**config.mk**
```make
export PLATFORM = sky130hd
export DESIGN_NAME = ghacc_front_flat
export DESIGN_NICKNAME = d
export VERILOG_FILES = /design/src/rtl/ghash_accumulator_macros.svh /design/src/rtl/ghacc_pkg.sv /design/src/rtl/ghacc_in_if.sv /design/src/rtl/ghacc_front.sv /design/src/flat_wrapper.sv
export SDC_FILE = /design/constraint.sdc
export NUM_CORES = 1
export LEC_CHECK = 0
export ABC_AREA = 1
export BUFFER_PORTS_ARGS = -buffer_cell sky130_fd_sc_hd__buf_2
export CORE_MARGIN = 2
export CORE_UTILIZATION = 60
export CTS_CLUSTER_DIAMETER = 100
export DETAILED_ROUTE_END_ITERATION = 12
export PLACE_DENSITY = 0.86
export SLEW_MARGIN = 5
export SYNTH_ARGS = -nofsm -noshare
export SYNTH_HDL_FRONTEND = slang
export SYNTH_SLANG_ARGS = --single-unit
```
**constraint.sdc**
```tcl
create_clock -name clk -period 10.6 [get_ports clk]
set_input_delay 0.53 -clock clk [delete_from_list [all_inputs] [get_ports clk]]
set_output_delay 0.53 -clock clk [all_outputs]
set_load 0.005 [all_outputs]
```
**src/rtl/ghash_accumulator_macros.svh**
```systemverilog
// ----------------------------------------------------------------------------
// GHASH accumulator assertion macros
// Shared concurrent-assertion shorthands, clocked and reset-qualified.
// ----------------------------------------------------------------------------
`ifndef GHASH_ACCUMULATOR_MACROS_SVH
`define GHASH_ACCUMULATOR_MACROS_SVH

// Same-cycle implication.
`define GHACC_ASSERT_IMPL(label, clk, rst_n, ante, cons) \
  label: assert property (@(posedge clk) disable iff (!rst_n) (ante) |-> (cons)) \
    else $error("ghash_accumulator: assertion failed");

// Next-cycle implication.
`define GHACC_ASSERT_NEXT(label, clk, rst_n, ante, cons) \
  label: assert property (@(posedge clk) disable iff (!rst_n) (ante) |=> (cons)) \
    else $error("ghash_accumulator: assertion failed");

`endif

```
**src/rtl/ghacc_pkg.sv**
```systemverilog
// ----------------------------------------------------------------------------
// GHASH accumulator package
// Shared widths, queue sizing, register indexes and the GF(2^128) multiply.
// ----------------------------------------------------------------------------
package ghacc_pkg;

  localparam int HALF_W     = 64;
  localparam int BLOCK_W    = 2 * HALF_W;
  localparam int QUEUE_DEPTH = 4;
  localparam int QUEUE_AW   = $clog2(QUEUE_DEPTH);
  localparam int CFG_IDX_W  = 1;

  typedef logic [HALF_W-1:0]  half_t;
  typedef logic [BLOCK_W-1:0] block_t;
  typedef logic [QUEUE_AW-1:0] qptr_t;
  typedef logic [QUEUE_AW:0]   qcount_t;
  typedef logic [CFG_IDX_W-1:0] cfg_idx_t;

  localparam qcount_t  QUEUE_FULL   = qcount_t'(QUEUE_DEPTH);
  localparam qptr_t    QPTR_LAST    = qptr_t'(QUEUE_DEPTH - 1);
  localparam cfg_idx_t CFG_KEY_HIGH = cfg_idx_t'(0);
  localparam cfg_idx_t CFG_KEY_LOW  = cfg_idx_t'(1);

  // Queued item: the block in GCM bit order plus its end-of-message flag.
  typedef struct packed {
    block_t block;
    logic   last;
  } item_t;

  // Queue status seen by the back end.
  typedef struct packed {
    logic    valid;
    qcount_t count;
  } front_stat_t;

  // GF(2^128) product in GCM bit order (bit 127 of the vector is x^0).
  // Full carry-less product, then two folds with x^128 = x^7 + x^2 + x + 1.
  function automatic block_t gf128_mul(input block_t x, input block_t y);
    block_t          a;
    block_t          b;
    logic [254:0]    p;
    logic [133:0]    r;
    logic [5:0]      t;
    block_t          z;
    block_t          res;
    for (int i = 0; i < BLOCK_W; i++) begin
      a[i] = x[BLOCK_W-1-i];
      b[i] = y[BLOCK_W-1-i];
    end
    for (int k = 0; k < 255; k++) begin
      p[k] = 1'b0;
      for (int i = 0; i < BLOCK_W; i++) begin
        if ((k >= i) && ((k - i) < BLOCK_W)) begin
          p[k] = p[k] ^ (a[i] & b[k-i]);
        end
      end
    end
    r = {6'b0, p[127:0]} ^ {7'b0, p[254:128]} ^ {6'b0, p[254:128], 1'b0}
      ^ {5'b0, p[254:128], 2'b0} ^ {p[254:128], 7'b0};
    t = r[133:128];
    z = r[127:0] ^ {122'b0, t} ^ {121'b0, t, 1'b0} ^ {120'b0, t, 2'b0}
      ^ {115'b0, t, 7'b0};
    for (int i = 0; i < BLOCK_W; i++) begin
      res[i] = z[BLOCK_W-1-i];
    end
    return res;
  endfunction

endpackage

```
**src/rtl/ghacc_in_if.sv**
```systemverilog
// ----------------------------------------------------------------------------
// GHASH accumulator input channel
// Valid/ready channel carrying one 128-bit block and its last flag.
// ----------------------------------------------------------------------------
interface ghacc_in_if;
  logic             valid;
  logic             ready;
  ghacc_pkg::half_t block_high;
  ghacc_pkg::half_t block_low;
  logic             last_block;

  modport source (output valid, output block_high, output block_low,
                  output last_block, input ready);
  modport sink   (input valid, input block_high, input block_low,
                  input last_block, output ready);
endinterface

```
**src/rtl/ghacc_front.sv**
```systemverilog
// ----------------------------------------------------------------------------
// GHASH accumulator front end
// Accepts input items, packs them and holds them in a short FIFO.
// ----------------------------------------------------------------------------
module ghacc_front (
  input  logic                   clk,
  input  logic                   rst_n,
  ghacc_in_if.sink               in_ch,
  input  logic                   q_pop,
  output ghacc_pkg::item_t       q_item,
  output ghacc_pkg::front_stat_t q_stat
);

  ghacc_pkg::item_t   mem_r [ghacc_pkg::QUEUE_DEPTH];
  ghacc_pkg::qptr_t   wr_ptr_r, wr_ptr_nxt;
  ghacc_pkg::qptr_t   rd_ptr_r, rd_ptr_nxt;
  ghacc_pkg::qcount_t count_r, count_nxt;
  ghacc_pkg::item_t   in_item;
  logic               push;

  assign in_ch.ready = (count_r != ghacc_pkg::QUEUE_FULL);
  assign push        = in_ch.valid && in_ch.ready;

  assign in_item.block = {in_ch.block_high, in_ch.block_low};
  assign in_item.last  = in_ch.last_block;

  always_comb begin
    wr_ptr_nxt = wr_ptr_r;
    rd_ptr_nxt = rd_ptr_r;
    count_nxt  = count_r;
    if (push) begin
      wr_ptr_nxt = (wr_ptr_r == ghacc_pkg::QPTR_LAST) ? '0 : wr_ptr_r + 1'b1;
    end
    if (q_pop) begin
      rd_ptr_nxt = (rd_ptr_r == ghacc_pkg::QPTR_LAST) ? '0 : rd_ptr_r + 1'b1;
    end
    if (push && !q_pop) begin
      count_nxt = count_r + 1'b1;
    end else if (!push && q_pop) begin
      count_nxt = count_r - 1'b1;
    end
  end

  always_ff @(posedge clk) begin
    if (!rst_n) begin
      wr_ptr_r <= '0;
      rd_ptr_r <= '0;
      count_r  <= '0;
    end else begin
      wr_ptr_r <= wr_ptr_nxt;
      rd_ptr_r <= rd_ptr_nxt;
      count_r  <= count_nxt;
    end
  end

  always_ff @(posedge clk) begin
    if (push) begin
      mem_r[wr_ptr_r] <= in_item;
    end
  end

  assign q_item       = mem_r[rd_ptr_r];
  assign q_stat.valid = (count_r != '0);
  assign q_stat.count = count_r;

endmodule

```
**src/flat_wrapper.sv**
```systemverilog
// flat-port wrapper written by rule: the top's interface ports become plain ports
module ghacc_front_flat 
  (clk, rst_n, q_pop, q_item, q_stat, in_ch_valid, in_ch_block_high, in_ch_block_low, in_ch_last_block, in_ch_ready);
  ghacc_in_if in_ch_i ();
  input  logic clk;
  input  logic rst_n;
  input  logic q_pop;
  output ghacc_pkg::item_t q_item;
  output ghacc_pkg::front_stat_t q_stat;
  input wire logic [$bits(in_ch_i.valid)-1:0] in_ch_valid;
  input wire logic [$bits(in_ch_i.block_high)-1:0] in_ch_block_high;
  input wire logic [$bits(in_ch_i.block_low)-1:0] in_ch_block_low;
  input wire logic [$bits(in_ch_i.last_block)-1:0] in_ch_last_block;
  output wire logic [$bits(in_ch_i.ready)-1:0] in_ch_ready;
  assign in_ch_i.valid = in_ch_valid;
  assign in_ch_i.block_high = in_ch_block_high;
  assign in_ch_i.block_low = in_ch_block_low;
  assign in_ch_i.last_block = in_ch_last_block;
  assign in_ch_ready = in_ch_i.ready;
  ghacc_front u_core (.clk(clk), .rst_n(rst_n), .in_ch(in_ch_i), .q_pop(q_pop), .q_item(q_item), .q_stat(q_stat));
endmodule
```
==> results of run 1 <==
## placed cells by master (no fill, tap or decap)
master / netlist / routed
a21oi_1: 2 / 2
buf_2: 6 / 266
buf_4: 15 / 13
bufinv_16: 0 / 4
clkbuf_1: 33 / 16
clkbuf_16: 0 / 53
clkbuf_8: 0 / 2
clkinv_1: 0 / 11
clkinv_2: 0 / 4
clkinv_4: 0 / 1
dfxtp_1: 9 / 7
dfxtp_4: 0 / 2
diode_2: 0 / 9
edfxtp_1: 516 / 516
fa_1: 1 / 1
ha_1: 6 / 6
inv_1: 15 / 14
inv_4: 1 / 1
inv_8: 0 / 1
nand2_1: 10 / 10
nand3_1: 1 / 1
nand3b_1: 1 / 1
nand4_1: 1 / 1
nor2_1: 274 / 270
nor2_4: 0 / 4
nor3_1: 1 / 1
o21ai_0: 166 / 166
o21ai_1: 94 / 94
o22ai_1: 129 / 129
xor2_1: 1 / 1
## cells by family after synthesis
| family | share of synthesized area, % |
|---|---|
| adder cells (fa/ha/maj) | 0.4847 |
| flip-flops | 79.91 |
| AND/OR/NAND/NOR | 5.556 |
| buffers and inverters | 3.208 |
| XOR/XNOR | 0.04466 |
| AO/OA/AOI/OAI | 10.80 |
## layout make-up
| cell class | count | area (um^2) | share of cell area [%] |
|---|---|---|---|
| repair buffers | 279 | 1429 | 6.294 |
| diodes | 9 | 22.52 | 0.09920 |
| clock buffers | 71 | 1414 | 6.228 |
| clock inverters | 20 | 190.2 | 0.8377 |
| well taps | 442 | 553.0 | 2.436 |
| multi-input cells | 687 | 3342 | 14.72 |
| flip-flops and latches | 525 | 15680 | 69.08 |
| inverters | 16 | 70.07 | 0.3086 |
## stage by stage
stage | hold WS [ns] | util, %
after floorplan | 0.4938 | -
after global placement | 0.5187 | 65.11
final | 0.1911 | 70.13
after global routing | 0.1729 | 70.10
after CTS | 0.1744 | 70.06
after detailed placement | 0.5480 | 65.11
## sequential cells by signal (all words and copies together), names as in the netlist, named ones only
register and cells:
u_core.mem_r 516, u_core.wr_ptr_r 2, u_core.rd_ptr_r 2, u_core.count_r 3
## Yosys cell counts (all sizes together)
cell type	number	area (um^2)
dfxtp	9	180.2
nor3	1	5.000
clkbuf	39	153.9
nand4	1	6.260
nor2	274	1028
nand3	1	5.000
ha	6	75.07
o22ai	129	807.0
o21ai	260	1301
a21oi	2	10.01
xor2	1	8.760
nand3b	1	7.510
fa	1	20.02
inv	16	62.56
nand2	10	37.54
edfxtp	516	15490
buf	45	412.9
## power groups by stage
stage / registers [mW] / clock network (mW) / logic, mW
6_report: 2.51 / 1.72 / 0.501
3_5_place_dp: 2.56 / 0 / 0.499
2_1_floorplan: 2.57 / 0 / 0.284
4_1_cts: 2.51 / 1.74 / 0.503
5_1_grt: 2.52 / 1.83 / 0.552
3_3_place_gp: 2.55 / 0 / 0.477
## path summary, 6_finish.rpt
path	cells past startpoint	startpoint	to	slack [ns]
setup / recovery	5	register	q_item[127]	6.46
hold / removal	1	in_ch_block_low[21]	u_core.mem_r[0][22]$_DFFE_PP_	0.19
setup reg to reg	6	u_core.count_r[0]$_SDFFE_PN0P_	u_core.mem_r[1][61]$_DFFE_PP_	7.29
hold reg to reg	2	u_core.wr_ptr_r[1]$_SDFFE_PN0P_	u_core.wr_ptr_r[1]$_SDFFE_PN0P_	0.55
## per-layer routing
| layer | vias to the layer above | global-route usage [%] | share of wire [%] |
|---|---|---|---|
| li1 | 5456 | - | - |
| met1 | 5873 | 30.19 | 39 |
| met2 | 529 | 39.18 | 49 |
| met3 | 91 | 8.101 | 10 |
| met4 | 10 | 8.095 | 2.6 |
| met5 | - | 0 | 0.14 |
## critical path: stages, from the launching register on
cell     delay (ns)
dfxtp_4        0.58
inv_8          0.75
buf_4          0.90
o21ai_0        0.20
o22ai_1        0.22
buf_2          0.18
==> flow_summary.ini, run 1 <==
[layout]
fillers = 2048
fin_area_um2 = 22700
final_layout_size_suffix_gt1_share_pct = 21.96
layout.nets = 1699
area_growth_pct = 15.74
fin_cells = 2049

[pwr]
netSwitchingPower_mw = 1.091
power.density_nw_per_um2 = 208.7
p_int_mw = 3.648
finalPower_mw = 4.739
pwr-share-comb_pct = 10.6
vdd_drop_max_mv = 0.1375
p_seq_share_pct = 53.0
p_leak_nw = 7.908
p_sw_share_pct = 23.02
p_clk_share_pct = 36.4

[placed_design]
dp_hpwl_mm = 23.30
io_buffers = 266
dpl_cell_area_um2 = 21080
finalWeightedCongestion = 0.7371
place_inst = 1949
place_ws_ns = 7.171

[synth]
yosys_warnings = 0
synth_area_per_cell_um2 = 14.95
synth.net_count = 1452
syn-cell-area_um2 = 19620
ys_ff_latch = 525
seq_area_frac_synth_pct = 79.91
syn_inst = 1312
ys_types = 22

[detailed_routing]
drt_iter0_drc = 1165
wl_per_cell_um = 20.44
drc = 0
dr.pass1.iters = 5
via_per_inst = 5.837
totalWireLength_mm = 41.88
num_vias = 11960
ant_nets = 0

[floorplanning]
design.die.area_um2 = 34160
core_um2 = 32370
start_util_pct = 60.60
rows = 66
fp.dieH_um = 184.8
pin_count = 267
die_w_um = 184.8

[run_status]
outcome = finished clean

[timing]
layout_worst_path_cycle_share_pct = 39.09
finalMaxSlewViolations = 0
hold_violations = 0
max_slew_margin_pct = 24.23
fin_tns_setup_ns = 0
fin_skew_ns = 0.01262
finalWorstSetupSlack_ns = 6.457
clock.fmax_ghz = 0.2414
setup_viol = 0
period_minus_slack_ns = 4.143
worst_slew_pin_slew_ns = 1.137
rsz0062_at_grt = false

[cts]
clockRootBuffer = clkbuf_16
cts_buffers = 50
clk_pin_slew_ns = 0.06
htree_levels = 2
hold_buffers = 0
cts.sinks = 525
cts_tree = built
clock_insertion_delay_worst_skew_ns = 0.54
post_cts_buffers = 0
clockBufferDepth = 3
ctsResizeCount = 0

[global_route]
grt_pass1_vias = 11850
antenna_found_initial = 16
grt.total_usage_pct = 23.91
overflow = 0
grt_pass1_wl_mm = 62.62
grt_max_degree = 162

[worst_setup_path]
crit_required_ns = 10.07
crit_path_start_kind = register
cp-end-kind = output port
cp_max_fo = 161
crit_arrival_ns = 3.61
crit_type = register to output port

[run]
cap_viol_max_count = 0

[hold_path]
hp-class = input pin to register
Power figures use the tool's default switching activity.
==> inputs of run 2 (changes only) <==
- ABC_AREA: 1 -> 0
- CORE_UTILIZATION: 60 -> 57
- PLACE_DENSITY: 0.86 -> 0.82
- clock period: 10.6 -> 4.3 ns (I/O delays scaled with it)
==> run 2 against run 1 <==
  * Clock-buffer cell count shrank 6
  * Clock skew shrank 0.0024 ns
  * Die area grew 2.5%
  * Flip-flop and latch count is the same
  * Via count shrank 23%
  * Critical path depth shrank 2
  * Synthesized cell count shrank 45%
  * Sequential share of layout area shrank 3.1 points
==> flow_summary.ini, run 2 <==
[run_status]
outcome = finished clean

[synth]
yosys_warnings = 0
ys_types = 28
ys_ff_latch = 525
yosys_most_used_dff = edfxtp_1
synth-simple-area-share_pct = 0.5893
synth_top_family_by_area = multiplexers
ys_async_sr_fraction_pct = 0
synth_top_area_share_pct = 81.09
syn-cell-area_um2 = 19110
synth-xor-area-share_pct = 0.09167
synth_edf_count = 516
synth.net_count = 862
muxShareOfSynthArea_pct = 15.36
synth_commonest_cells = edfxtp_1 (516), mux4_2 (129), buf_6 (14)
synth_top_area_cell = edfxtp_1
synth_top_cells_by_area = edfxtp_1 (81%), mux4_2 (15%), dfxtp_1 (0.94%)
yosysMostFrequentCell = edfxtp_1
syn_inst = 722
synth_compound_area_share_pct = 0.1310
seq_area_frac_synth_pct = 82.03
synthAdderAreaFrac_pct = 0.4976
synth_area_per_cell_um2 = 26.47

[cts]
htree_levels = 2
clockBufferDepth = 3
clk_pin_slew_ns = 0.06
cts.sinks = 525
clockRootBuffer = clkbuf_16
clock_insertion_delay_worst_skew_ns = 0.55
post_cts_buffers = 0
cts_tree = built
cts_buffers = 50

[layout]
layout.nets = 1298
top_register = u_core.mem_r
top_regs = u_core.mem_r (516), u_core.count_r (3)
area_growth_pct = 24.35
layout_commonest_cell = edfxtp_1
most-common-layout-cells = edfxtp_1 (516), buf_2 (266), dlygate4sd3_1 (134)
fillers = 1948
fin_area_um2 = 23760
fin_util_pct = 71.40
largest_reg_flops = 516
final_layout_size_suffix_gt1_share_pct = 40.03

[detailed_routing]
num_vias = 9224
ant_nets = 0
dr.pass1.iters = 5
drc = 0
drt_iter0_drc = 694
wl_per_cell_um = 23.15
totalWireLength_mm = 38.03
via_per_inst = 5.614

[hold_path]
hold-path-cell-count = 2
hp-class = input pin to register

[timing]
finalMaxSlewViolations = 0
hold_violations = 0
period_minus_slack_ns = 2.811
max_slew_margin_pct = 44.34
fin_skew_ns = 0.01020
fin_tns_setup_ns = 0
layout_worst_path_cycle_share_pct = 65.37
worst_slew_pin_slew_ns = 0.8349
clock.fmax_ghz = 0.3558
whs_ns = 0.4102
setup_viol = 0
rsz0062_at_grt = false

[pwr]
power.density_nw_per_um2 = 488.4
vdd_drop_max_mv = 0.3487
p_leak_nw = 8.057

[global_route]
grt_pass1_vias = 9871
grt.total_usage_pct = 21.98
antenna_found_initial = 1
use_met1_pct = 29.47
grt_max_degree = 76
top_usage_layer = met2
use_met3_pct = 5.047
grt_pass1_wl_mm = 57.97
overflow = 0
globalRouteMet2Util_pct = 36.59

[floorplanning]
die_w_um = 187.1
core_um2 = 33280
design.die.area_um2 = 35000
pin_count = 267
fp.dieH_um = 187.1
start_util_pct = 57.42
rows = 67

[run]
cap_viol_max_count = 0

[worst_setup_path]
crit_path_start_kind = register
cp-end-kind = output port
crit_type = register to output port
crit_arrival_ns = 2.60
crit_required_ns = 4.09
reg2reg_depth = 5
cp_max_fo = 40

[placed_design]
finalWeightedCongestion = 0.7218
io_buffers = 266
dp_hpwl_mm = 21.34
dpl_cell_area_um2 = 20980
## run 2: final timing paths
| kind | start | to | slack (ns) |
|---|---|---|---|
| setup / recovery | register | q_item[43] | 1.49 |
| hold / removal | in_ch_block_low[23] | u_core.mem_r[1][24]$_DFFE_PP_ | 0.41 |
| setup reg to reg | u_core.count_r[0]$_SDFFE_PN0P_ | u_core.wr_ptr_r[0]$_SDFFE_PN0P_ | 2.04 |
| hold reg to reg | u_core.wr_ptr_r[1]$_SDFFE_PN0P_ | u_core.wr_ptr_r[1]$_SDFFE_PN0P_ | 0.52 |
## run 2: cells by family after synthesis
group	count (synthesis)
muxes	132
and+or+nand+nor	18
xor gates and xnor gates	2
DFF	525
AOI/OAI and AO/OA	4
buffers and inverters	34
adders and majority gates	7
## run 2: critical path, stage by stage (launching register included)
cell     delay, ns
dfxtp_4       0.90
buf_12        0.36
mux4_2        0.59
buf_2         0.15
## run 2: where the power goes
part	internal, mW	switching (mW)
Sequential	6.15	0.143
Clock	2.16	1.73
Combinational	0.690	0.737
## run 2: metrics by stage
stage | power, mW | instances | worst slack [ns]
2_1_floorplan | 7.093 | 722 | 1.573
4_1_cts | 11.70 | 1642 | 1.390
3_3_place_gp | 7.667 | 1420 | 2.000
5_1_grt | 12.01 | 1643 | 1.274
6_report | 11.61 | 1643 | 1.489
3_5_place_dp | 7.722 | 1420 | 1.974
## run 2: per-layer routing
| layer | share of wire [%] | vias to the layer above |
|---|---|---|
| met1 | 40 | 4813 |
| li1 | - | 3994 |
| met4 | 2.6 | 0 |
| met5 | 0 | - |
| met3 | 6.6 | 67 |
| met2 | 51 | 350 |
## run 2: final cells by class
type                    instances  area [um^2]  share of cell area, %
inverters                       4        15.01                0.06319
repair buffers                414         2865                  12.06
multi-input cells             163         3201                  13.47
flip-flops and latches        525        15680                  66.00
clock inverters                23        106.4                 0.4476
diodes                          1        2.502                0.01053
well taps                     448        560.5                  2.359
clock buffers                  65         1329                  5.592
## run 2: repair_timing
item	CTS	global route
gates resized for setup	0	0
endpoints found under the setup margin	0	0
hold buffers	134	0
hold endpoints to repair	525	0
